[src/sv/srleb_pkg.sv]
`timescale 1ns / 1ps

package srleb_pkg;

    localparam int OP_W   = 2;
    localparam int BYTE_W = 8;
    localparam int FILL_W = 6;

    localparam int DEF_BUF_DEPTH = 32;
    localparam int DEF_LINE_MAX  = 32;

    localparam logic [BYTE_W-1:0] CH_LF  = 8'd10;
    localparam logic [BYTE_W-1:0] CH_CR  = 8'd13;
    localparam logic [BYTE_W-1:0] CH_DEL = 8'd127;

    typedef enum logic [OP_W-1:0] {
        OP_RX_BYTE   = 2'd0,
        OP_READ_BYTE = 2'd1,
        OP_READ_LINE = 2'd2
    } t_opcode;

    typedef enum logic [1:0] {
        S_IDLE,
        S_DEL,
        S_POP,
        S_EMIT
    } t_state;

endpackage

[src/sv/srleb_if.sv]
`timescale 1ns / 1ps

// Command channel.
interface srleb_in_if import srleb_pkg::*; ();
    logic              valid;
    logic              ready;
    logic [OP_W-1:0]   opcode;
    logic [BYTE_W-1:0] rx_byte;

    modport source (output valid, opcode, rx_byte, input ready);
    modport sink   (input valid, opcode, rx_byte, output ready);
endinterface

// Result channel.
interface srleb_out_if import srleb_pkg::*; ();
    logic              valid;
    logic              ready;
    logic [BYTE_W-1:0] out_byte;
    logic              out_valid;
    logic              out_last;
    logic              dropped;
    logic              line_ready;
    logic              not_empty;
    logic [FILL_W-1:0] fill_count;

    modport source (output valid, out_byte, out_valid, out_last, dropped, line_ready,
                    not_empty, fill_count, input ready);
    modport sink   (input valid, out_byte, out_valid, out_last, dropped, line_ready,
                    not_empty, fill_count, output ready);
endinterface

[src/sv/serial_rx_line_edit_buffer.sv]
`timescale 1ns / 1ps

// Receive line buffer with backspace editing. Each command beat is one of:
// received byte (CR stored as LF; DEL removes the newest byte when the buffer
// is not empty; a byte arriving at a full buffer is lost and flagged),
// read one byte (pops the oldest; empty gives one beat with out_valid low),
// or read line (emits up to LINE_MAX oldest bytes, out_last on the final one,
// then the whole buffer is emptied). Opcode 3 returns one status beat.
// Every result beat carries line_ready, not_empty and fill_count as they
// stand after that beat. Bytes live in a BUF_DEPTH-entry store with a
// registered read port; one command is worked on at a time. Steps: a
// received byte is accepted, then emitted; a DEL with data or a read byte is
// accepted, read from the store, then emitted; a read line is accepted, then
// each emitted byte needs a store read followed by the output register
// load. Each emit waits while the result side holds off ready. The command
// side is ready again as soon as the final result sits in the output register.
// The store needs no clearing pass; only written entries are ever used.
module serial_rx_line_edit_buffer import srleb_pkg::*; #(
    parameter int BUF_DEPTH = DEF_BUF_DEPTH,
    parameter int LINE_MAX  = DEF_LINE_MAX
) (
    input  logic        i_clk,
    input  logic        i_rst_n,
    srleb_in_if.sink    i_in,
    srleb_out_if.source o_out
);

    localparam int IDX_W  = $clog2(BUF_DEPTH);
    localparam int CNT_W  = $clog2(BUF_DEPTH + 1);
    localparam int SUM_W  = CNT_W + 1;
    localparam int LCNT_W = $clog2(LINE_MAX + 1);

    // byte store, one write and one read port, read data registered
    logic [BYTE_W-1:0] mem [BUF_DEPTH];
    logic [BYTE_W-1:0] r_rdata;
    logic              mem_we;
    logic [IDX_W-1:0]  mem_waddr;
    logic [IDX_W-1:0]  mem_raddr;
    logic [BYTE_W-1:0] mem_wdata;

    always_ff @(posedge i_clk) begin
        if (mem_we) begin
            mem[mem_waddr] <= mem_wdata;
        end
        r_rdata <= mem[mem_raddr];
    end

    // control state
    t_state            r_state, n_state;
    logic [IDX_W-1:0]  r_oldest, n_oldest;
    logic [CNT_W-1:0]  r_held, n_held;
    logic [CNT_W-1:0]  r_nl, n_nl;
    logic [LCNT_W-1:0] r_left, n_left;
    logic              r_line, n_line;

    // pending result, waits for the output register
    logic [BYTE_W-1:0] r_byte, n_byte;
    logic              r_ev, n_ev;
    logic              r_el, n_el;
    logic              r_drop, n_drop;

    // output register
    logic              r_ov, n_ov;
    logic [BYTE_W-1:0] r_o_byte;
    logic              r_o_valid, r_o_last, r_o_drop, r_o_lr, r_o_ba;
    logic [FILL_W-1:0] r_o_fill;

    logic              in_acc;
    logic              out_load;
    logic [BYTE_W-1:0] ch;
    logic [SUM_W-1:0]  tail_sum, newest_sum;
    logic [IDX_W-1:0]  tail_pos, newest_pos, oldest_inc;
    logic              is_full, is_empty;

    // ring positions: sums stay below twice the depth, one subtract wraps them
    always_comb begin
        tail_sum   = SUM_W'(r_oldest) + SUM_W'(r_held);
        newest_sum = tail_sum - SUM_W'(1);
        tail_pos   = (tail_sum >= SUM_W'(BUF_DEPTH))
                   ? IDX_W'(tail_sum - SUM_W'(BUF_DEPTH)) : IDX_W'(tail_sum);
        newest_pos = (newest_sum >= SUM_W'(BUF_DEPTH))
                   ? IDX_W'(newest_sum - SUM_W'(BUF_DEPTH)) : IDX_W'(newest_sum);
        oldest_inc = (r_oldest == IDX_W'(BUF_DEPTH - 1)) ? '0 : r_oldest + IDX_W'(1);
        is_full    = (r_held >= CNT_W'(BUF_DEPTH));
        is_empty   = (r_held == '0);
        ch         = (i_in.rx_byte == CH_CR) ? CH_LF : i_in.rx_byte;
    end

    assign in_acc   = i_in.valid && (r_state == S_IDLE);
    assign out_load = (r_state == S_EMIT) && (!r_ov || o_out.ready);

    always_ff @(posedge i_clk) begin
        if (!i_rst_n) begin
            r_state  <= S_IDLE;
            r_oldest <= '0;
            r_held   <= '0;
            r_nl     <= '0;
            r_left   <= '0;
            r_line   <= 1'b0;
            r_ov     <= 1'b0;
        end else begin
            r_state  <= n_state;
            r_oldest <= n_oldest;
            r_held   <= n_held;
            r_nl     <= n_nl;
            r_left   <= n_left;
            r_line   <= n_line;
            r_ov     <= n_ov;
        end
    end

    always_ff @(posedge i_clk) begin
        r_byte <= n_byte;
        r_ev   <= n_ev;
        r_el   <= n_el;
        r_drop <= n_drop;
        if (out_load) begin
            r_o_byte  <= r_ev ? r_byte : '0;
            r_o_valid <= r_ev;
            r_o_last  <= r_el;
            r_o_drop  <= r_drop;
            r_o_lr    <= is_full || (r_nl != '0);
            r_o_ba    <= !is_empty;
            r_o_fill  <= FILL_W'(r_held);   // wraps at a depth of 64
        end
    end

    // sequencer: next state, store access, counter updates
    always_comb begin
        n_state   = r_state;
        n_oldest  = r_oldest;
        n_held    = r_held;
        n_nl      = r_nl;
        n_left    = r_left;
        n_line    = r_line;
        n_byte    = r_byte;
        n_ev      = r_ev;
        n_el      = r_el;
        n_drop    = r_drop;
        n_ov      = out_load ? 1'b1 : (o_out.ready ? 1'b0 : r_ov);
        mem_we    = 1'b0;
        mem_waddr = tail_pos;
        mem_wdata = ch;
        mem_raddr = r_oldest;

        case (r_state)
            S_IDLE: begin
                n_ev   = 1'b0;
                n_el   = 1'b1;
                n_drop = 1'b0;
                n_line = 1'b0;
                if (t_opcode'(i_in.opcode) == OP_RX_BYTE) begin
                    mem_raddr = newest_pos;
                end
                if (in_acc) begin
                    case (t_opcode'(i_in.opcode))
                        OP_RX_BYTE: begin
                            if (ch == CH_DEL && !is_empty) begin
                                n_state = S_DEL;        // need the newest byte first
                            end else if (!is_full) begin
                                mem_we  = 1'b1;
                                n_held  = r_held + CNT_W'(1);
                                if (ch == CH_LF) begin
                                    n_nl = r_nl + CNT_W'(1);
                                end
                                n_state = S_EMIT;
                            end else begin
                                n_drop  = 1'b1;
                                n_state = S_EMIT;
                            end
                        end
                        OP_READ_BYTE: begin
                            n_state = is_empty ? S_EMIT : S_POP;
                        end
                        OP_READ_LINE: begin
                            n_line  = 1'b1;
                            n_left  = (int'(r_held) > LINE_MAX)
                                    ? LCNT_W'(LINE_MAX) : LCNT_W'(r_held);
                            n_state = is_empty ? S_EMIT : S_POP;
                        end
                        default: begin
                            n_state = S_EMIT;
                        end
                    endcase
                end
            end
            S_DEL: begin
                if (r_rdata == CH_LF && r_nl != '0) begin
                    n_nl = r_nl - CNT_W'(1);
                end
                n_held  = r_held - CNT_W'(1);
                n_state = S_EMIT;
            end
            S_POP: begin
                n_byte   = r_rdata;
                n_ev     = 1'b1;
                n_el     = !r_line || (r_left == LCNT_W'(1));
                n_left   = r_left - LCNT_W'(1);
                n_oldest = oldest_inc;
                n_held   = r_held - CNT_W'(1);
                if (r_rdata == CH_LF && r_nl != '0) begin
                    n_nl = r_nl - CNT_W'(1);
                end
                if (r_line && r_left == LCNT_W'(1)) begin
                    // end of line read: the rest is discarded
                    n_oldest = '0;
                    n_held   = '0;
                    n_nl     = '0;
                end
                n_state = S_EMIT;
            end
            S_EMIT: begin
                if (out_load) begin
                    // mem_raddr already points at the oldest byte
                    n_state = r_el ? S_IDLE : S_POP;
                end
            end
            default: begin
                n_state = S_IDLE;
            end
        endcase
    end

    assign i_in.ready       = (r_state == S_IDLE);
    assign o_out.valid      = r_ov;
    assign o_out.out_byte   = r_o_byte;
    assign o_out.out_valid  = r_o_valid;
    assign o_out.out_last   = r_o_last;
    assign o_out.dropped    = r_o_drop;
    assign o_out.line_ready = r_o_lr;
    assign o_out.not_empty  = r_o_ba;
    assign o_out.fill_count = r_o_fill;

endmodule

[src/flat_wrapper.sv]
// flat-port wrapper written by rule: the top's interface ports become plain ports
module serial_rx_line_edit_buffer_flat import srleb_pkg::*;
#(
    parameter int BUF_DEPTH = DEF_BUF_DEPTH,
    parameter int LINE_MAX  = DEF_LINE_MAX
)
  (i_clk, i_rst_n, i_in_valid, i_in_opcode, i_in_rx_byte, i_in_ready, o_out_valid, o_out_out_byte, o_out_out_valid, o_out_out_last, o_out_dropped, o_out_line_ready, o_out_not_empty, o_out_fill_count, o_out_ready);
  srleb_in_if i_in_i ();
  srleb_out_if o_out_i ();
  input  logic i_clk;
  input  logic i_rst_n;
  input wire logic [$bits(i_in_i.valid)-1:0] i_in_valid;
  input wire logic [$bits(i_in_i.opcode)-1:0] i_in_opcode;
  input wire logic [$bits(i_in_i.rx_byte)-1:0] i_in_rx_byte;
  output wire logic [$bits(i_in_i.ready)-1:0] i_in_ready;
  output wire logic [$bits(o_out_i.valid)-1:0] o_out_valid;
  output wire logic [$bits(o_out_i.out_byte)-1:0] o_out_out_byte;
  output wire logic [$bits(o_out_i.out_valid)-1:0] o_out_out_valid;
  output wire logic [$bits(o_out_i.out_last)-1:0] o_out_out_last;
  output wire logic [$bits(o_out_i.dropped)-1:0] o_out_dropped;
  output wire logic [$bits(o_out_i.line_ready)-1:0] o_out_line_ready;
  output wire logic [$bits(o_out_i.not_empty)-1:0] o_out_not_empty;
  output wire logic [$bits(o_out_i.fill_count)-1:0] o_out_fill_count;
  input wire logic [$bits(o_out_i.ready)-1:0] o_out_ready;
  assign i_in_i.valid = i_in_valid;
  assign i_in_i.opcode = i_in_opcode;
  assign i_in_i.rx_byte = i_in_rx_byte;
  assign i_in_ready = i_in_i.ready;
  assign o_out_valid = o_out_i.valid;
  assign o_out_out_byte = o_out_i.out_byte;
  assign o_out_out_valid = o_out_i.out_valid;
  assign o_out_out_last = o_out_i.out_last;
  assign o_out_dropped = o_out_i.dropped;
  assign o_out_line_ready = o_out_i.line_ready;
  assign o_out_not_empty = o_out_i.not_empty;
  assign o_out_fill_count = o_out_i.fill_count;
  assign o_out_i.ready = o_out_ready;
  serial_rx_line_edit_buffer #(.BUF_DEPTH(BUF_DEPTH), .LINE_MAX(LINE_MAX)) u_core (.i_clk(i_clk), .i_rst_n(i_rst_n), .i_in(i_in_i), .o_out(o_out_i));
endmodule
[config.mk]
export PLATFORM = sky130hd
export DESIGN_NAME = serial_rx_line_edit_buffer_flat
export DESIGN_NICKNAME = d
export VERILOG_FILES = /design/src/sv/srleb_pkg.sv /design/src/sv/srleb_if.sv /design/src/sv/serial_rx_line_edit_buffer.sv /design/src/flat_wrapper.sv
export SDC_FILE = /design/constraint.sdc
export NUM_CORES = 1
export LEC_CHECK = 0
export ABC_AREA = 1
export BUFFER_PORTS_ARGS = -buffer_cell sky130_fd_sc_hd__buf_4
export CORE_AREA = 4 4 161 163
export CTS_CLUSTER_SIZE = 20
export DETAILED_ROUTE_END_ITERATION = 12
export DIE_AREA = 0 0 165 167
export HOLD_SLACK_MARGIN = 0.15
export PLACE_DENSITY = 0.79
export SKIP_CTS_REPAIR_TIMING = 1
export SLEW_MARGIN = 20
export SYNTH_ARGS = -nofsm -noshare
export SYNTH_HDL_FRONTEND = slang
export SYNTH_SLANG_ARGS = --single-unit
[constraint.sdc]
create_clock -name i_clk -period 2.91 [get_ports i_clk]
set_input_delay 0.4365 -clock i_clk [delete_from_list [all_inputs] [get_ports i_clk]]
set_output_delay 0.4365 -clock i_clk [all_outputs]
set_load 0.02 [all_outputs]
# --- Yosys cells after proc, flatten, opt, wreduce, memory -nomap -nowiden ---
# Memory sizes are Yosys's and may differ from the RTL's. A register that Yosys moved wholly into a read port is not among the register bits.
# Cells that the tools add are included.
classes:
  addsub: 10
  mul: 0
  div_mod_pow: 0
  n_lt_le_gt_ge: 4
  eq_ne: 18
  shifts: 0
  n_mux: 46
  bitwise_logic: 2
  reduce_logical: 25
ops:
  columns: ["operator", "count"]
  rows:
  - ["$mux 6", 15]
  - ["$pmux 6 s3", 2]
  - ["$mux 5", 6]
  - ["$eq 8x4->1 const B", 3]
  - ["$sub 6x1->6 const B", 3]
  - ["$ge 7x6->1 const B", 2]
  - ["$mux 1", 13]
  - ["$add 6x1->6 const B", 2]
  - ["$pmux 6 s2", 1]
  - ["$ne 2x1->1 const B", 5]
  - ["$sub 5x1->5 const B", 2]
  - ["$eq 8x7->1 const B", 1]
  - ["$mux 2", 4]
  - ["$mux 8", 1]
  - ["$add 5x6->7", 1]
  - ["$sub 7x1->7 const B", 1]
  - ["$eq 2x2->1 const B", 3]
  - ["$eq 6x1->1 const B", 1]
  - ["$ge 6x6->1 const B", 1]
  - ["$gt 6x6->1 const B", 1]
  - ["$logic_not 6->1", 1]
  - ["$pmux 2 s3", 1]
  - ["$reduce_and 6->1", 1]
  - ["$reduce_bool 6->1", 1]
  - ["other kinds (18)", 33]
word_totals:
  register_bits: 57
  latchBits: 0
  ramBits: 256
  mem_bits_ro: 0
  input_bits: 14
  output_inout_bits: 21
  mem_count: 1
memory_table:
  columns: ["name", "depth", "word_bits", "read_ports", "rd_clocked_by_memory_dff", "wr", "line_no", "rtl"]
  rows:
  - ["u_core.mem", 32, 8, 1, 1, 1, "serial_rx_line_edit_buffer.sv:34", "logic [BYTE_W-1:0] mem [BUF_DEPTH];"]

# --- Logic depth before layout (Yosys ltp) ---
# Gate-level depths: netlist of run 1.
logic_depth:
  depth_word: 10
  mapped_depth: 17
  depth_no_buf: 15

# --- Worst setup path before layout of run 1 ---
# No wires, ideal clock.
synth_timing:
  path_type: "register to register"
  from: "register u_core.r_held[0]"
  to: "register u_core.r_rdata[3], read port of u_core.mem"
  setup_time_ns: 0.058
  t_arrival_ns: 2.353
  required_time_ns: 2.852
  slack_ns: 0.499
  stages_incl_launch_ff: 14
  path_buffers: 1
  cell_sequence: "dfxtp_1 -> ha_1 -> fa_1 -> ha_1 -> o21ai_2 -> buf_2 -> nand3_1 -> nand2_1 -> nand2_1 -> nand2_1 -> nand2_1 -> nand2_1 -> nand2_1 -> nand2_1"
synth_via:
  elab_chain_len: 6
  elab_cells_between_ends: 7
  cone_classes: "3 x add/sub; 1 x order compare; 3 x mux"
synth_lines:
  columns: ["item", "line_no", "rtl"]
  rows:
  - ["from (decl)", "serial_rx_line_edit_buffer.sv:51", "logic [CNT_W-1:0] r_held, n_held;"]
  - ["from (signal assigned)", "serial_rx_line_edit_buffer.sv:104", "r_held <= n_held;"]
  - ["$add 5x6->7 *", "serial_rx_line_edit_buffer.sv:77", "tail_sum = SUM_W'(r_oldest) + SUM_W'(r_held);"]
  - ["$sub 7x1->7 *", "serial_rx_line_edit_buffer.sv:78", "newest_sum = tail_sum - SUM_W'(1);"]
  - ["$ge 7x6->1 or $sub 5x1->5 (tied branches)", "serial_rx_line_edit_buffer.sv:81, serial_rx_line_edit_buffer.sv:82", null]
  - ["$mux 5 *", "serial_rx_line_edit_buffer.sv:82", "? IDX_W'(newest_sum - SUM_W'(BUF_DEPTH)) : IDX_W'(newest_sum);"]
  - ["$mux 5 *", "serial_rx_line_edit_buffer.sv:152", "if (t_opcode'(i_in.opcode) == OP_RX_BYTE) begin"]
  - ["$mux 5 *", "serial_rx_line_edit_buffer.sv:146", "case (r_state)"]
  - ["to (decl)", "serial_rx_line_edit_buffer.sv:35", "logic [BYTE_W-1:0] r_rdata;"]
# Mark *: on every way between the ends. The rest lies on a longest branch, timed or not.
# A chain may end at the register's enable or synchronous reset.

# --- Final worst setup path of run 1 ---
layout_timing:
  from: "register u_core.r_held[0]"
  to: "register u_core.r_rdata[4], read port of u_core.mem"
# The elaborated chain is that of the path after synthesis.

==> impl_results.md, run 1 <==
- Diode count: 0
- Fillers: 1,803
- Peak supply drop: 0.000550 V
- H-Tree Depth: 1
- Lkg Pwr: 7.58 nW
- Vias in the first global route: 11,000
- Fin. max-slew vios: 0
- GR met3 Demand/Resource: 3.58%
- Chip Width: 165 um
- Library cells used by synthesis: 34
- Post-route cell area: 17,200 um2
- DP Worst Slack: 0.135 ns
- Final nets: 1,735
- Register area: 9290 um2
- Most used cell, CP: nand2_1
- Pwr per Cell Area: 903 nW/um2
- Critical path's slowest cell: fa_1
- Port buffer count: 34
- # DRC: 0
- Placed cell areas: 16,200 um2
- GR Util met2: 41.4%
- Worst hold-check path type: input pin to flop
- Worst path bufs/invs: 1
- Proportion of synthesized area in mux cells: 0%
- Yosys top cell by area: edfxtp_1
- Cell Chain, Critical Path: ha_1 -> fa_1 -> ha_1 -> o21ai_4 -> buf_6 -> nand3_1 -> nand2_1 -> nand2_1 -> nand2_1 -> nand2_1 -> nand2_1 -> nand2_1 -> nand2_1
- Simple-Gate Fraction of Synth Area: 26.0%
- Status: finished, final reports clean
- RSZ-0062 raised after global routing: false
- Routed len/inst: 17.3 um
- Die height: 167 um
- Cell area after synthesis: 15,300 um2
- Synth Area in Adders: 2.18%
- Syn Nets: 1,670
- Grt met1 use: 36.3%
- Post-synthesis compound-gate area fraction: 2.16%
- CP top delay family: adder cells
- Fmax: 360 MHz
- Critical path data required time: 3.41 ns
- IO Pins: 35
- Core Area: 24,300 um2
- Initial antenna violation count: 0
- CP Data Arrival Time: 3.28 ns
- CP max stage delay: 0.64 ns
- Yosys reg bits: 321
- Iter 0 DRT Violations: 1,156
- Overflow after GRT: 0
- Worst-path clk slew: 0.06 ns
- Vias per cell: 5.55
- CP max FO: 32
- Deepest clock path buffer count: 3
- Slew headroom: 47.4%
- Startpoint types: flop
- Layout Skew: 0.0127 ns
- Root buf cell: clkbuf_16
- Overall routing resource usage: 25.8%
- Post-route clock period utilization: 95.4%
- Xor/xnor share of the synthesized area: 0.459%
- Final min period: 2.78 ns
- Seq/Total Area, Yosys: 60.8%
- CTS tree: yes
- DP HPWL: 22,100 um
- CP Capture Type: flop
- Final worst slack: 0.133 ns
- Final ANT Viol Nets: 0
- Worst slew pin tran: 0.784 ns
- Vias: 11,300
- Total clock sinks: 321
- WS Path Type: flop to flop
- Multi-input logic area: 4730 um2
- MaxCap Viol Count: 0
- Most frequent cells in the layout: nand2_1, edfxtp_1, inv_1
- Gpl congestion: 0.909
- Total CTS buffers: 31
- Post-Route WL: 35,200 um
- Post-Synthesis Cells: 1,630
- Fin. Hold Viols: 0
- Synth warn: 0
- Top-area cell type share of the netlist area: 56.2%
- Clk_lat worst skew: 0.56 ns
- Initial Util: 62.8%
- TNS Setup: 0 ns
- Die area: 27,600 um2
- Avg Inst Size Synth: 9.37 um2
- Total power: 0.0155 W
- Drt first pass iters: 5
- Final setup fails: 0
- Pin count of the biggest net entering global routing: 65
- Rows: 57
- Fraction of layout instances using a drive strength above 1: 9.90%
- Commonest non-fill, non-tap cell in the layout: nand2_1
- Ranking of synthesized cells by area: edfxtp_1, nand2_1, inv_1
- Largest family of logic cells by synthesized area: simple AND/OR/NAND/NOR gates
- First-pass GRT wire length: 56,900 um
- Flop2flop setup slack: 0.13 ns
- Synth-to-Final Area Change: 12.4%
- Gr busiest metal: met2
==> cells in the mapped netlist, drive strengths merged <==
library cell    n
a21oi          29
a22oi           1
a31oi           1
buf            44
clkbuf         28
dfxtp          35
edfxtp        286
fa              1
ha             25
inv           244
nand2         543
nand3         171
nand3b         81
nand4          11
nor2           79
nor3            7
nor3b           3
o211ai          1
o21a            1
o21ai          27
o22ai           2
or2             2
xnor2           2
xor2            6
==> routing by layer <==
metal / up-vias / share of wire (%)
met2: 529 / 47
met3: 99 / 7.9
li1: 5406 / -
met1: 5299 / 41
met4: 0 / 3.7
met5: - / 0
==> kinds of logic after synthesis <==
family	after synthesis
DFF	321
AOI/OAI and AO/OA	62
buffers and inverters	316
xor gates and xnor gates	8
and+or+nand+nor	897
adders and majority gates	26
==> path summary, 6_finish.rpt <==
path | from | to | cells after the start
hold / removal | o_out_ready | u_core.o_out.valid | 4
hold reg to reg | u_core.r_drop | u_core.o_out.dropped | 0
setup reg to reg | u_core.r_held[0] | u_core.r_rdata[4] | 13
setup / recovery | u_core.r_held[0] | u_core.r_rdata[4] | 13
==> report_power, final <==
group          internal, W  switching (W)  leakage [nW]  total [W]
Combinational      0.00196        0.00412          4.25    0.00608
Clock              0.00210        0.00165         0.463    0.00375
Sequential         0.00542       0.000266          2.87    0.00569
==> worst reg2reg max path, cell delays in order (launching register included) <==
cell and delay [ns]:
dfxtp_1 0.32, ha_1 0.23, fa_1 0.64, ha_1 0.31
o21ai_4 0.22, buf_6 0.29, nand3_1 0.12, nand2_1 0.09
nand2_1 0.05, nand2_1 0.12, nand2_1 0.08, nand2_1 0.11
nand2_1 0.07, nand2_1 0.07
==> cell type report <==
class	count	area share [%]
repair buffers	104	5.15
clock inverters	15	0.641
flip-flops and latches	321	54.1
well taps	324	2.36
inverters	244	5.33
multi-input cells	993	27.5
clock buffers	41	4.85
==> registers in the layout, summed over array words and instances, names as in the netlist, 2 cells and up <==
signal,count
u_core.r_nl,6
u_core.o_out.out_byte,8
u_core.r_oldest,5
u_core.r_state,2
u_core.r_held,6
u_core.r_byte,8
u_core.r_rdata,8
u_core.r_left,6
u_core.mem,256
u_core.o_out.fill_count,6
==> metrics by stage <==
step                      cells  hold WS (ns)  util, %
after floorplan            1630         0.400        -
after global routing       2042         0.200     70.6
after global placement     1986         0.405     66.7
after CTS                  2042         0.182     70.6
after detailed placement   1986         0.407     66.7
final                      2042         0.204     70.6
No activity file was read; power rests on OpenSTA's default activity.
==> run 2, diff against run 1 <==
--- a/config.mk
+++ b/config.mk
@@ -12,7 +12,7 @@
 export DETAILED_ROUTE_END_ITERATION = 12
 export DIE_AREA = 0 0 165 167
 export HOLD_SLACK_MARGIN = 0.15
-export PLACE_DENSITY = 0.79
+export PLACE_DENSITY = 0.86
 export SKIP_CTS_REPAIR_TIMING = 1
 export SLEW_MARGIN = 20
 export SYNTH_ARGS = -nofsm -noshare
==> impl_results.md, run 2 (synthesized netlist as in run 1, its figures left out) <==
- Status: finished, final reports clean
- Reg with most FFs: u_core.mem
- CP Data Arrival Time: 3.21 ns (-0.07 ns)
- Pwr per Cell Area: 935 nW/um2 (+3.5%)
- Startpoint types: flop
- Pin count of the biggest net entering global routing: 80 (+23%)
- Fillers: 1,683 (-6.7%)
- Initial Util: 62.8% (unchanged)
- Final setup fails: 0 (unchanged)
- First-pass GRT wire length: 58,800 um (+3.4%)
- Non-filler cells, final: 2,053 (+0.54%)
- Total clock sinks: 321 (unchanged)
- CP Capture Type: flop
- TNS Setup: 0 ns (unchanged)
- CP top delay family: adder cells
- Clk_lat worst skew: 0.52 ns (-0.04 ns)
- Max reg flops: 256 (unchanged)
- Post-route clock period utilization: 94.5% (-0.91 points)
- # DRC: 0 (unchanged)
- Diode count: 0 (unchanged)
- Drt first pass iters: 6 (+1)
- Multi-input logic area: 4730 um2 (unchanged)
- Rows: 57 (unchanged)
- Worst slew pin tran: 0.701 ns (-0.0830 ns)
- CP max FO: 40 (+25%)
- Deepest clock path buffer count: 3 (unchanged)
- CP max stage delay: 0.56 ns (-0.08 ns)
- Routed len/inst: 18.1 um (+4.7%)
- Vias per cell: 5.62 (+1.3%)
- CTS tree: yes
- Critical path's slowest cell: fa_1
- Most used cell, CP: nand2_1
- Peak supply drop: 0.000617 V (+12%)
- Cell Chain, Critical Path: ha_1 -> fa_1 -> ha_1 -> nand2_1 -> nand2_2 -> buf_12 -> nand3_1 -> nand2_1 -> nand2_1 -> nand2_1 -> nand2_1 -> nand2_1 -> nand2_1 -> nand2_1
- Worst-path clk slew: 0.06 ns (about the same)
- Lkg Pwr: 7.69 nW (+1.5%)
- H-Tree Depth: 2 (+1)
- DP HPWL: 22,900 um (+3.7%)
- Final ANT Viol Nets: 0 (unchanged)
- Register area: 9290 um2 (unchanged)
- MaxCap Viol Count: 0 (unchanged)
- Fin. max-slew vios: 0 (unchanged)
- Core Area: 24,300 um2 (unchanged)
- Util after Layout: 71.5% (+0.92 points)
- Worst path bufs/invs: 1 (unchanged)
- Worst hold-check path type: input pin to flop
- Most frequent cells in the layout: nand2_1, edfxtp_1, inv_1
- Fmax: 364 MHz (+0.96%)
- Overall routing resource usage: 27.2% (+1.4 points)
- Commonest non-fill, non-tap cell in the layout: nand2_1
- Layout Skew: 0.0223 ns (+0.00964 ns)
- Chip Width: 165 um (unchanged)
- Synth-to-Final Area Change: 13.9%
- Port buffer count: 34 (unchanged)
- Post-Route WL: 37,100 um (+5.3%)
- IO Pins: 35 (unchanged)
- Fraction of layout instances using a drive strength above 1: 10.4% (+0.46 points)
- Slew headroom: 53.1% (+5.8 points)
- Total CTS buffers: 35 (+13%)
- Fin. Hold Viols: 0 (unchanged)
- Final min period: 2.75 ns (-0.0264 ns)
- Iter 0 DRT Violations: 1,322 (+14%)
- Overflow after GRT: 0 (unchanged)
- Gpl congestion: 0.886 (-2.6%)
- Die height: 167 um (unchanged)
- Die area: 27,600 um2 (unchanged)
- Initial antenna violation count: 0 (unchanged)
- Critical path data required time: 3.37 ns (-0.04 ns)
- Root buf cell: clkbuf_16
- Placed cell count: 1,990 (+0.20%)
- Vias in the first global route: 11,400 (+4.0%)
- Vias: 11,500 (+1.9%)
- RSZ-0062 raised after global routing: false
- Final nets: 1,743 (+0.46%)
- WS Path Type: flop to flop
==> run 2: power breakdown <==
part           switching, W  total (W)  internal (W)
sequential         0.000249    0.00567       0.00542
combinational       0.00424    0.00623       0.00199
clock               0.00173    0.00435       0.00262
total               0.00622     0.0163        0.0100
==> run 2: final cells by class <==
type,instances,area share (%)
Clock inverter,16,0.964
Sequential cell,321,53.4
Multi-Input combinational cell,993,27.2
Tap cell,324,2.33
Inverter,244,5.27
Clock buffer,47,5.59
Timing Repair Buffer,108,5.24
==> run 2: worst paths after layout <==
kind	startpoint	endpoint	slack [ns]	depth (start not counted)
setup / recovery	u_core.r_held[0]	u_core.r_rdata[4]	0.16	14
hold reg to reg	u_core.r_drop	u_core.o_out.dropped	0.42	0
setup reg to reg	u_core.r_held[0]	u_core.r_rdata[4]	0.16	14
hold / removal	i_rst_n	u_core.r_nl[1]	0.24	3
==> run 2: tightest hold or removal path: cells and delay by family <==
| kind | cells | cell delay [ns] |
|---|---|---|
| buffers and inverters | 1 | 0.17 |
| and+or+nand+nor | 2 | 0.11 |
==> run 2: per-stage QoR <==
| stage | worst slack [ns] | power [W] | hold slack (ns) | area, um2 |
|---|---|---|---|---|
| after floorplan | 0.499 | 0.0100 | 0.400 | 15300 |
| after global placement | 0.254 | 0.0116 | 0.415 | 16300 |
| after detailed placement | 0.192 | 0.0118 | 0.411 | 16300 |
| after CTS | 0.181 | 0.0162 | 0.232 | 17400 |
| after global routing | 0.0311 | 0.0172 | 0.239 | 17400 |
| final | 0.159 | 0.0163 | 0.245 | 17400 |
==> run 2: metal layers <==
| metal | GRT usage [%] | up-vias | share of wire (%) |
|---|---|---|---|
| li1 | - | 5423 | - |
| met1 | 35.3 | 5409 | 37 |
| met2 | 45.9 | 583 | 50 |
| met3 | 3.19 | 132 | 8.1 |
| met4 | 12.7 | 0 | 4.9 |
| met5 | 0 | - | 0 |
